[config.mk]
export PLATFORM = sky130hd
export DESIGN_NAME = shared_clock_adc_serial_reader_flat
export DESIGN_NICKNAME = d
export VERILOG_FILES = /design/src/design/scar_pkg.sv /design/src/design/scar_if.sv /design/src/design/shared_clock_adc_serial_reader.sv /design/src/design/scar_front.sv /design/src/design/scar_queue.sv /design/src/design/scar_back.sv /design/src/flat_wrapper.sv
export SDC_FILE = /design/constraint.sdc
export NUM_CORES = 1
export LEC_CHECK = 0
export BUFFER_PORTS_ARGS = -buffer_cell sky130_fd_sc_hd__buf_2
export CAP_MARGIN = 20
export CORE_ASPECT_RATIO = 0.7
export CORE_UTILIZATION = 50
export DETAILED_ROUTE_END_ITERATION = 7
export PLACE_DENSITY = 0.66
export SLEW_MARGIN = 10
export SYNTH_ARGS = -nofsm -noshare
export SYNTH_HDL_FRONTEND = slang
export SYNTH_SLANG_ARGS = --single-unit
[constraint.sdc]
create_clock -name i_clk -period 25.7 [get_ports i_clk]
set_input_delay 1.285 -clock i_clk [delete_from_list [all_inputs] [get_ports i_clk]]
set_output_delay 1.285 -clock i_clk [all_outputs]
set_load 0.02 [all_outputs]
[src/design/scar_pkg.sv]
// ----------------------------------------------------------------------------
// scar_pkg
// Shared types and constants for the shared-clock serial ADC reader.
// ----------------------------------------------------------------------------
package scar_pkg;

    // Converter array geometry.
    localparam int MAX_DEVICES = 8;
    localparam int DATA_BITS   = 24;
    localparam int LINE_W      = 8;
    localparam int DEV_IDX_W   = $clog2(MAX_DEVICES);
    localparam int COUNT_W     = 4;
    localparam int GAIN_W      = 2;
    localparam int PCNT_W      = 5;
    localparam int VALUE_W     = 25;

    // Configuration port.
    localparam int CFG_IDX_W  = 2;
    localparam int CFG_DATA_W = 4;
    localparam logic [CFG_IDX_W-1:0] CFG_DEVICE_COUNT = 2'd0;
    localparam logic [CFG_IDX_W-1:0] CFG_GAIN_PULSES  = 2'd1;

    // Input action codes.
    localparam logic ACT_START = 1'b0;
    localparam logic ACT_PULSE = 1'b1;

    // One finished readout: every accumulator, every readiness flag and the
    // number of results to emit.
    typedef struct packed {
        logic [MAX_DEVICES-1:0][DATA_BITS-1:0] acc;
        logic [MAX_DEVICES-1:0]                not_ready;
        logic [COUNT_W-1:0]                    count;
    } t_run;

    // Queue status seen by the front and back parts.
    typedef struct packed {
        logic full;
        logic empty;
    } t_q_status;

endpackage

[src/design/scar_if.sv]
// ----------------------------------------------------------------------------
// scar_if
// Valid/ready channels for input items and result items.
// ----------------------------------------------------------------------------
interface scar_in_if;
    import scar_pkg::*;
    logic              valid;
    logic              ready;
    logic              action;
    logic [LINE_W-1:0] data_lines;

    modport source (output valid, output action, output data_lines, input ready);
    modport sink   (input valid, input action, input data_lines, output ready);
endinterface

interface scar_out_if;
    import scar_pkg::*;
    logic                      valid;
    logic                      ready;
    logic [DEV_IDX_W-1:0]      device_index;
    logic signed [VALUE_W-1:0] sample_value;
    logic                      last;

    modport source (output valid, output device_index, output sample_value,
                    output last, input ready);
    modport sink   (input valid, input device_index, input sample_value,
                    input last, output ready);
endinterface

[src/design/shared_clock_adc_serial_reader.sv]
// ----------------------------------------------------------------------------
// shared_clock_adc_serial_reader
// Readout of up to eight 24-bit serial converters on one shared clock line.
// ----------------------------------------------------------------------------
// Input channel: each item is a start (action 0, data lines sample readiness)
// or one clock pulse (action 1, data lines carry one bit per device). Pulses
// while idle are dropped; a start while busy restarts the run.
// One item is taken every cycle while the queue has room. After 24 data pulses
// and 1 to 3 gain pulses the final pulse queues the run, and results follow on
// the output channel, one per cycle while the output is ready, device 0 first,
// with last set on the final device.
// A finished run is first written into the queue; its results are then loaded
// one at a time into the output register.
// Up to two finished runs wait in the queue; when it is full, input ready
// drops until the back part frees an entry, which also pauses the run in
// progress. A stalled output holds its result until it is taken.
// Configuration writes (device count, gain pulses) are taken on any cycle
// with the write enable high. Reset clears all runs, empties the queue and
// restores device count 1 and gain pulses 1.
// ----------------------------------------------------------------------------
module shared_clock_adc_serial_reader import scar_pkg::*; (
    input  logic                  i_clk,
    input  logic                  i_rst_n,
    input  logic                  i_cfg_we,
    input  logic [CFG_IDX_W-1:0]  i_cfg_index,
    input  logic [CFG_DATA_W-1:0] i_cfg_data,
    scar_in_if.sink               i_in,
    scar_out_if.source            o_out
);

    t_q_status q_status;
    t_run      push_run;
    t_run      head_run;
    logic      push;
    logic      pop;

    // Front part: shifting and run sequencing.
    scar_front u_front (
        .i_clk       (i_clk),
        .i_rst_n     (i_rst_n),
        .i_cfg_we    (i_cfg_we),
        .i_cfg_index (i_cfg_index),
        .i_cfg_data  (i_cfg_data),
        .i_in        (i_in),
        .i_q_status  (q_status),
        .o_push      (push),
        .o_run       (push_run)
    );

    // Queue of finished runs.
    scar_queue u_queue (
        .i_clk    (i_clk),
        .i_rst_n  (i_rst_n),
        .i_push   (push),
        .i_run    (push_run),
        .i_pop    (pop),
        .o_head   (head_run),
        .o_status (q_status)
    );

    // Back part: result emission.
    scar_back u_back (
        .i_clk      (i_clk),
        .i_rst_n    (i_rst_n),
        .i_head     (head_run),
        .i_q_status (q_status),
        .o_pop      (pop),
        .o_out      (o_out)
    );

endmodule

[src/design/scar_front.sv]
// ----------------------------------------------------------------------------
// scar_front
// Accepts start and pulse items, shifts the data bits of every converter and
// hands each finished readout to the queue.
// ----------------------------------------------------------------------------
module scar_front import scar_pkg::*; (
    input  logic                  i_clk,
    input  logic                  i_rst_n,
    input  logic                  i_cfg_we,
    input  logic [CFG_IDX_W-1:0]  i_cfg_index,
    input  logic [CFG_DATA_W-1:0] i_cfg_data,
    scar_in_if.sink               i_in,
    input  t_q_status             i_q_status,
    output logic                  o_push,
    output t_run                  o_run
);

    logic [MAX_DEVICES-1:0][DATA_BITS-1:0] r_acc, n_acc;
    logic [MAX_DEVICES-1:0]                r_nr, n_nr;
    logic [PCNT_W-1:0]                     r_pulse_count, n_pulse_count;
    logic                                  r_busy, n_busy;
    logic [COUNT_W-1:0]                    r_dev_count;
    logic [GAIN_W-1:0]                     r_gain;

    logic              accept;
    logic [PCNT_W-1:0] pulse_inc;
    logic [PCNT_W-1:0] total;
    logic              final_pulse;

    // A new item is taken whenever a finished run has room in the queue.
    assign i_in.ready = !i_q_status.full;
    assign accept     = i_in.valid && i_in.ready;

    // Run length: data bits plus gain pulses, where zero gain pulses act as one.
    assign pulse_inc   = r_pulse_count + PCNT_W'(1);
    assign total       = PCNT_W'(DATA_BITS) +
                         ((r_gain == '0) ? PCNT_W'(1) : PCNT_W'(r_gain));
    assign final_pulse = r_busy && (i_in.action == ACT_PULSE) && (pulse_inc >= total);

    // Shift and sequencing state.
    always_comb begin
        n_acc         = r_acc;
        n_nr          = r_nr;
        n_pulse_count = r_pulse_count;
        n_busy        = r_busy;
        if (accept) begin
            if (i_in.action == ACT_START) begin
                for (int j = 0; j < MAX_DEVICES; j++) begin
                    n_acc[j] = '0;
                    n_nr[j]  = (j < LINE_W) ? i_in.data_lines[j] : 1'b0;
                end
                n_pulse_count = '0;
                n_busy        = 1'b1;
            end else if (r_busy) begin
                if (r_pulse_count < PCNT_W'(DATA_BITS)) begin
                    for (int j = 0; j < MAX_DEVICES; j++) begin
                        n_acc[j] = {r_acc[j][DATA_BITS-2:0],
                                    (j < LINE_W) ? i_in.data_lines[j] : 1'b0};
                    end
                end
                n_pulse_count = pulse_inc;
                if (final_pulse) begin
                    n_busy = 1'b0;
                end
            end
        end
    end

    // Finished run goes to the queue with its device count clamped.
    always_comb begin
        o_push          = accept && final_pulse;
        o_run.acc       = n_acc;
        o_run.not_ready = r_nr;
        if (r_dev_count == '0) begin
            o_run.count = COUNT_W'(1);
        end else if (r_dev_count > COUNT_W'(MAX_DEVICES)) begin
            o_run.count = COUNT_W'(MAX_DEVICES);
        end else begin
            o_run.count = r_dev_count;
        end
    end

    always_ff @(posedge i_clk) begin
        if (!i_rst_n) begin
            r_acc         <= '0;
            r_nr          <= '0;
            r_pulse_count <= '0;
            r_busy        <= 1'b0;
            r_dev_count   <= COUNT_W'(1);
            r_gain        <= GAIN_W'(1);
        end else begin
            r_acc         <= n_acc;
            r_nr          <= n_nr;
            r_pulse_count <= n_pulse_count;
            r_busy        <= n_busy;
            if (i_cfg_we) begin
                case (i_cfg_index)
                    CFG_DEVICE_COUNT: r_dev_count <= i_cfg_data[COUNT_W-1:0];
                    CFG_GAIN_PULSES:  r_gain      <= i_cfg_data[GAIN_W-1:0];
                    default: ;
                endcase
            end
        end
    end

endmodule

[src/design/scar_queue.sv]
// ----------------------------------------------------------------------------
// scar_queue
// Two-entry queue of finished readouts between the front and back parts.
// ----------------------------------------------------------------------------
module scar_queue import scar_pkg::*; (
    input  logic      i_clk,
    input  logic      i_rst_n,
    input  logic      i_push,
    input  t_run      i_run,
    input  logic      i_pop,
    output t_run      o_head,
    output t_q_status o_status
);

    t_run       r_mem [2];
    logic       r_wr_ptr;
    logic       r_rd_ptr;
    logic [1:0] r_cnt;

    assign o_head         = r_mem[r_rd_ptr];
    assign o_status.full  = (r_cnt == 2'd2);
    assign o_status.empty = (r_cnt == 2'd0);

    // Storage needs no reset; only the pointers and the count do.
    always_ff @(posedge i_clk) begin
        if (i_push) begin
            r_mem[r_wr_ptr] <= i_run;
        end
    end

    always_ff @(posedge i_clk) begin
        if (!i_rst_n) begin
            r_wr_ptr <= 1'b0;
            r_rd_ptr <= 1'b0;
            r_cnt    <= 2'd0;
        end else begin
            if (i_push) begin
                r_wr_ptr <= !r_wr_ptr;
            end
            if (i_pop) begin
                r_rd_ptr <= !r_rd_ptr;
            end
            case ({i_push, i_pop})
                2'b10:   r_cnt <= r_cnt + 2'd1;
                2'b01:   r_cnt <= r_cnt - 2'd1;
                default: r_cnt <= r_cnt;
            endcase
        end
    end

endmodule

[src/design/scar_back.sv]
// ----------------------------------------------------------------------------
// scar_back
// Walks the devices of the oldest queued readout and emits one result per
// cycle, while the output is ready, through a registered output stage.
// ----------------------------------------------------------------------------
module scar_back import scar_pkg::*; (
    input  logic      i_clk,
    input  logic      i_rst_n,
    input  t_run      i_head,
    input  t_q_status i_q_status,
    output logic      o_pop,
    scar_out_if.source o_out
);

    localparam logic [DATA_BITS-1:0] FLIP = {1'b1, {(DATA_BITS-1){1'b0}}};

    logic                      r_valid;
    logic [DEV_IDX_W-1:0]      r_dev;
    logic signed [VALUE_W-1:0] r_value;
    logic                      r_last;
    logic [DEV_IDX_W-1:0]      r_idx;

    logic                      advance;
    logic                      take;
    logic                      is_last;
    logic signed [VALUE_W-1:0] value;

    // The output stage loads whenever it is empty or its result is taken.
    assign advance = !r_valid || o_out.ready;
    assign take    = advance && !i_q_status.empty;
    assign is_last = (COUNT_W'(r_idx) + COUNT_W'(1)) == i_head.count;
    assign o_pop   = take && is_last;

    // A device that was not ready reads as minus one.
    always_comb begin
        if (i_head.not_ready[r_idx]) begin
            value = '1;
        end else begin
            value = VALUE_W'({1'b0, i_head.acc[r_idx] ^ FLIP});
        end
    end

    assign o_out.valid        = r_valid;
    assign o_out.device_index = r_dev;
    assign o_out.sample_value = r_value;
    assign o_out.last         = r_last;

    always_ff @(posedge i_clk) begin
        if (take) begin
            r_dev   <= r_idx;
            r_value <= value;
            r_last  <= is_last;
        end
    end

    always_ff @(posedge i_clk) begin
        if (!i_rst_n) begin
            r_valid <= 1'b0;
            r_idx   <= '0;
        end else if (take) begin
            r_valid <= 1'b1;
            r_idx   <= is_last ? '0 : r_idx + DEV_IDX_W'(1);
        end else if (advance) begin
            r_valid <= 1'b0;
        end
    end

endmodule

[src/flat_wrapper.sv]
// flat-port wrapper written by rule: the top's interface ports become plain ports
module shared_clock_adc_serial_reader_flat import scar_pkg::*;
  (i_clk, i_rst_n, i_cfg_we, i_cfg_index, i_cfg_data, i_in_valid, i_in_action, i_in_data_lines, i_in_ready, o_out_valid, o_out_device_index, o_out_sample_value, o_out_last, o_out_ready);
  scar_in_if i_in_i ();
  scar_out_if o_out_i ();
  input  logic i_clk;
  input  logic i_rst_n;
  input  logic i_cfg_we;
  input  logic [CFG_IDX_W-1:0] i_cfg_index;
  input  logic [CFG_DATA_W-1:0] i_cfg_data;
  input wire logic [$bits(i_in_i.valid)-1:0] i_in_valid;
  input wire logic [$bits(i_in_i.action)-1:0] i_in_action;
  input wire logic [$bits(i_in_i.data_lines)-1:0] i_in_data_lines;
  output wire logic [$bits(i_in_i.ready)-1:0] i_in_ready;
  output wire logic [$bits(o_out_i.valid)-1:0] o_out_valid;
  output wire logic [$bits(o_out_i.device_index)-1:0] o_out_device_index;
  output wire logic [$bits(o_out_i.sample_value)-1:0] o_out_sample_value;
  output wire logic [$bits(o_out_i.last)-1:0] o_out_last;
  input wire logic [$bits(o_out_i.ready)-1:0] o_out_ready;
  assign i_in_i.valid = i_in_valid;
  assign i_in_i.action = i_in_action;
  assign i_in_i.data_lines = i_in_data_lines;
  assign i_in_ready = i_in_i.ready;
  assign o_out_valid = o_out_i.valid;
  assign o_out_device_index = o_out_i.device_index;
  assign o_out_sample_value = o_out_i.sample_value;
  assign o_out_last = o_out_i.last;
  assign o_out_i.ready = o_out_ready;
  shared_clock_adc_serial_reader u_core (.i_clk(i_clk), .i_rst_n(i_rst_n), .i_cfg_we(i_cfg_we), .i_cfg_index(i_cfg_index), .i_cfg_data(i_cfg_data), .i_in(i_in_i), .o_out(o_out_i));
endmodule
Word level (Yosys, flattened, before mapping)
Memories as Yosys holds them, arrays and structs flattened. A register that Yosys moved wholly into a read port is not among the register bits.
Index checks and enable logic that the tools add are counted.
- multiplexer cells: 25
- bitwise logic cells: 2
- reductions and logical operators: 22
- add/subtract/negate cells: 6
- order comparisons: 4
- eq/ne operators: 6
- operator list (operator ; count):
    $mux 192 ; 4
    $bmux 24 s3 ; 1
    $mux 25 ; 1
    $mux 24 ; 1
    $mux 1 ; 10
    $mux 5 ; 2
    $mux 4 ; 2
    $reduce_and 2->1 ; 4
    $logic_and 1x1->1 ; 6
    $logic_not 2->1 ; 3
    $add 4x3->5 const A ; 1
    $add 5x1->5 const B ; 1
    $ge 5x5->1 ; 1
    $logic_not 1->1 ; 5
    $lt 5x5->1 const B ; 1
    $add 3x1->4 const B ; 1
    $eq 2x1->1 const B ; 2
    $eq 2x2->1 const B ; 2
    $eq 4x4->1 ; 1
    $gt 4x4->1 const B ; 1
    $logic_not 4->1 ; 1
    $lt 3x4->1 const B ; 1
    $pmux 2 s2 ; 1
    $reduce_bool 2->1 ; 2
    9 further kinds ; 10
- word-level logic and storage cells: 88
- output and inout bits: 31
- input bits: 20
- bits in registers: 249
- bits in writable memories: 408
- memories: 1
- memory list (memory ; depth ; width ; rd ports ; clocked after memory_dff ; write ports ; line ; source):
    u_core.u_queue.r_mem ; 2 ; 204 ; 1 ; 1 ; 1 ; scar_queue.sv:15 ; t_run r_mem [2];

Depth between registers and ports, before layout
- depth in word-level cells: 8
- mapped depth: 11
- mapped depth without buffers: 9

Modules after synthesis
From an unflattened synthesis, not the netlist that was laid out.
- cells, all modules: 1798
- area, all modules: 26828.2 um2
- by module, submodules not included (module ; seq. area each (um2) ; cells an instance ; times used ; area each (um2)):
    scar_queue ; 12351.8 ; 657 ; 1 ; 15374.7
    scar_front ; 4244.1 ; 938 ; 1 ; 8620.8
    scar_back ; 950.9 ; 203 ; 1 ; 2832.7

Worst setup path before layout
Ideal clock, no wire load.
- path type: in2reg
- start point: input port i_in_valid
- end point: memory u_core.u_queue.r_mem[0][0] (netlist bit), enable pin
- cell stages on the path: 4
- slack: 14.383 ns
- required time: 24.928 ns
- data arrival time: 10.545 ns
- setup time: 0.772 ns
- path buffers: 1
- cells stage by stage: nand4_4 > or4_1 > buf_2 > nor2_1
- cells in the longest elaborated chain, start to end: 4
- ends and longest elaborated chain (item ; line ; source):
    from (decl) ; flat_wrapper.sv:11 ; input wire logic [$bits(i_in_i.valid)-1:0] i_in_valid;
    $logic_and 1x1->1 ; scar_front.sv:32 ; assign accept = i_in.valid && i_in.ready;
    $logic_and 1x1->1 ; scar_front.sv:71 ; o_push = accept && final_pulse;
    $mux 1 ; scar_queue.sv:26 ; if (i_push) begin
    $mux 1 (not written as such) ; scar_queue.sv:27 ; r_mem[r_wr_ptr] <= i_run;
    to (decl) ; scar_queue.sv:15 ;
No other way between the ends.

Worst setup path in the final report
- start point: input port i_in_valid
- end point: memory u_core.u_queue.r_mem[1][53] (netlist bit), enable pin
Same word-level chain as after synthesis.

==> metrics <==
drt initial violations=1498; reg2reg path depth=9; Max Cap Viol=0; min Tclk post-route=5120 ps; Tightest Pin Transition=1170 ps; synth unique cells=43; Worst-Skew Late Latency=610 ps; Post-CTS Setup Inserts=0; CP Cell Sequence=buf_2 > nand4_4 > or4_1 > nor2_4 > buf_4 > buf_16 > buf_4 > buf_4; Max VDD drop=0.0000474 V; vias in the first global route=15100; # IOs=51; WP depth=8; met3 wire length=3200 um; Mapped Cells=1892; initial antenna violation count=0; CTS Buf Count=60; CTS Sinks=658; Avg Cell Area, Syn=13.6 um2; Final Slew Violations=0; hold bufs inserted after CTS=0; ys async rst share=0%; R2R Setup Slk=20640 ps; Setup TNS=0 ps; final setup fails=0; gr ovfl total=0; worst setup margin=20580 ps; synth warn=0; CP Launch Type=primary input; ranking of synthesized cells by area=edfxtp_1 51%, dfxtp_1 17%, mux4_2 8.7%; P per Cell Area=70.7 mW/mm2; nets=1917; CTS tree=done; CP delay by family, top=buffers and inverters; Via density=5.70; Buffers on Ports=50; Worst R2R End=u_core.u_queue.r_mem[1][53]; worst reg2reg startpoint=u_core.u_front.r_pulse_count[0]; Max Used Layer=met4; pre-CTS setup slack=19660 ps; Avg WL per Cell=21.2 um; pin count of the biggest net entering global routing=193; Slew headroom=20.0%; WS Path Type=primary input to flip-flop; count leader, synth=edfxtp_1; hold path startpoint=u_core.u_front.r_nr[6]; crit path max fanout=56; area of the mapped netlist=0.0258 mm2; H-tree Lvls=2; Hold Vio Cnt, Final=0; Post-Syn Nets=1917; WL met1=25800 um; gpl congestion=0.766; design area=0.0284 mm2; HPWL Detailed=29900 um; met2 routed WL=25700 um; Area growth syn-to-layout=9.99%; Commonest cells post-synth=437 x edfxtp_1, 407 x nand2_1, 221 x dfxtp_1; leading area contributor after synthesis=edfxtp_1; Placed Instance Area=0.0265 mm2; Hold Crit Depth=0; FF+latch count, synth=658; Most common cell on crit path=buf_4; total wire length=55600 um; post-synthesis sequential area ratio=68.0%; status=completed; Starting Density=50.8%; post-synth top area share=50.8%; chip height=192 um; Post-route DRC=0; clk buf depth=3; post_cts resized=0; DRT Pass-1 Iters=5; fillers=4179; Vias=14900; critical path arrival=5340 ps; ANT nets after route=0; CP max stage delay=740 ps; Setup crit end kind=flip-flop; Cell Rows=69; total power=2.01 mW; RSZ-0062 raised after global routing=false; DIE AREA=0.0526 mm2; Pleak=8.36 nW; slowest CP cell=buf_4; Worst EP required=25920 ps; first-pass GRT wire length=87400 um; Final Cycle Share=19.9%; die width=274 um; n_diodes=0; Floorplan Core Area=0.0509 mm2; fmax=195 MHz; clk_skew=18.2 ps; layout cells sized above 1=14.6%; number of synthesized flops with an enable pin=437; All-Layer GR Usage=21.6%; HP Class=flip-flop to flip-flop; buffers and inverters on the worst path=5; clock root cell=clkbuf_16; clock transition at the registers of the reported paths=60 ps; top_reg_cell synth=edfxtp_1; Endpoint, Worst Hold=u_core.u_queue.r_mem[1][10]
kinds of logic (layout without fill, tap and decap cells):
kind of cell | after synthesis | after routing | share of synthesized area, %
muxes | 137 | 137 | 10.2
adders and majority gates | 5 | 5 | 0.242
AOI/OAI and AO/OA | 269 | 269 | 6.30
buffers and inverters | 140 | 192 | 2.61
and+or+nand+nor | 672 | 672 | 12.3
xor gates and xnor gates | 11 | 11 | 0.373
DFF | 658 | 658 | 68.0
power breakdown:
group          internal (mW)  leakage (nW)  switching [mW]  total (mW)
clock network          0.481         0.911           0.381       0.863
registers               1.12          5.28         0.00111        1.12
logic                0.00475          2.17          0.0239      0.0286
total                   1.60          8.36           0.406        2.01
worst max-delay path by stage:
stage / endpoint / start / slack [ps]
floorplan: u_core.u_queue.r_mem[0][0] / i_in_valid / 14380
detailed placement: u_core.u_queue.r_mem[1][53] / i_in_valid / 19660
CTS: u_core.u_queue.r_mem[1][53] / i_in_valid / 20310
global placement: u_core.u_queue.r_mem[1][100] / i_in_valid / 19780
global route: u_core.u_queue.r_mem[1][53] / u_core.u_front.r_pulse_count[0] / 20310
finish: u_core.u_queue.r_mem[1][53] / i_in_valid / 20580
per-layer routing:
layer / up-vias / track usage [%]
met5: - / 0
met2: 395 / 33.3
li1: 6800 / -
met3: 64 / 3.43
met1: 7664 / 32.4
met4: 0 / 4.79
metrics by stage:
| stage | hold WS [ps] | instances | utilization, % |
|---|---|---|---|
| floorplan | 403 | 1892 | - |
| global placement | 430 | 2503 | 52.1 |
| detailed placement | 441 | 2503 | 52.1 |
| CTS | 456 | 2617 | 55.8 |
| global route | 469 | 2618 | 55.9 |
| finish | 455 | 2618 | 55.9 |
final cells by class:
type | count | area, um2 | share of cell area (%)
clock buffer | 96 | 1740 | 6.12
clock inverter | 18 | 140 | 0.493
inverter | 5 | 18.8 | 0.0661
multi-input combinational | 1094 | 7630 | 26.9
sequential | 658 | 17600 | 61.8
tap | 674 | 843 | 2.97
timing repair buffer | 73 | 470 | 1.66
flip-flops by register name (all words and copies together) (netlist names), 2 cells and up, named ones only:
name	flops
u_core.u_front.r_nr	8
u_core.u_front.r_dev_count	4
u_core.u_front.r_acc	192
u_core.u_back.r_idx	3
u_core.u_front.r_pulse_count	5
u_core.u_back.o_out.sample_value	25
u_core.u_front.r_gain	2
u_core.u_queue.r_cnt	2
u_core.u_back.o_out.device_index	3
u_core.u_queue.r_mem	408
placed cells by master (no fill, tap or decap), types with 5 or more instances in the layout:
cell type  Yosys  layout
a2111oi_0      5       5
a2111oi_2     18      18
a21boi_0      15      15
a21oi_1      195     195
a31oi_1       25      25
and2_1       194     194
buf_2         62      49
buf_4          4      21
clkbuf_1      54      27
clkbuf_16      0      61
clkbuf_8       0       8
clkinv_1       0       8
clkinv_2       0       5
dfxtp_1      221     217
edfxtp_1     437     437
ha_1           5       5
inv_1          5       5
mux2i_1       34      34
mux4_2       100     100
nand2_1      407     407
nor2_1        11       9
nor2b_1       36      36
o21ai_0        6       6
xnor2_1        7       7
Power figures use the tool's default switching activity.
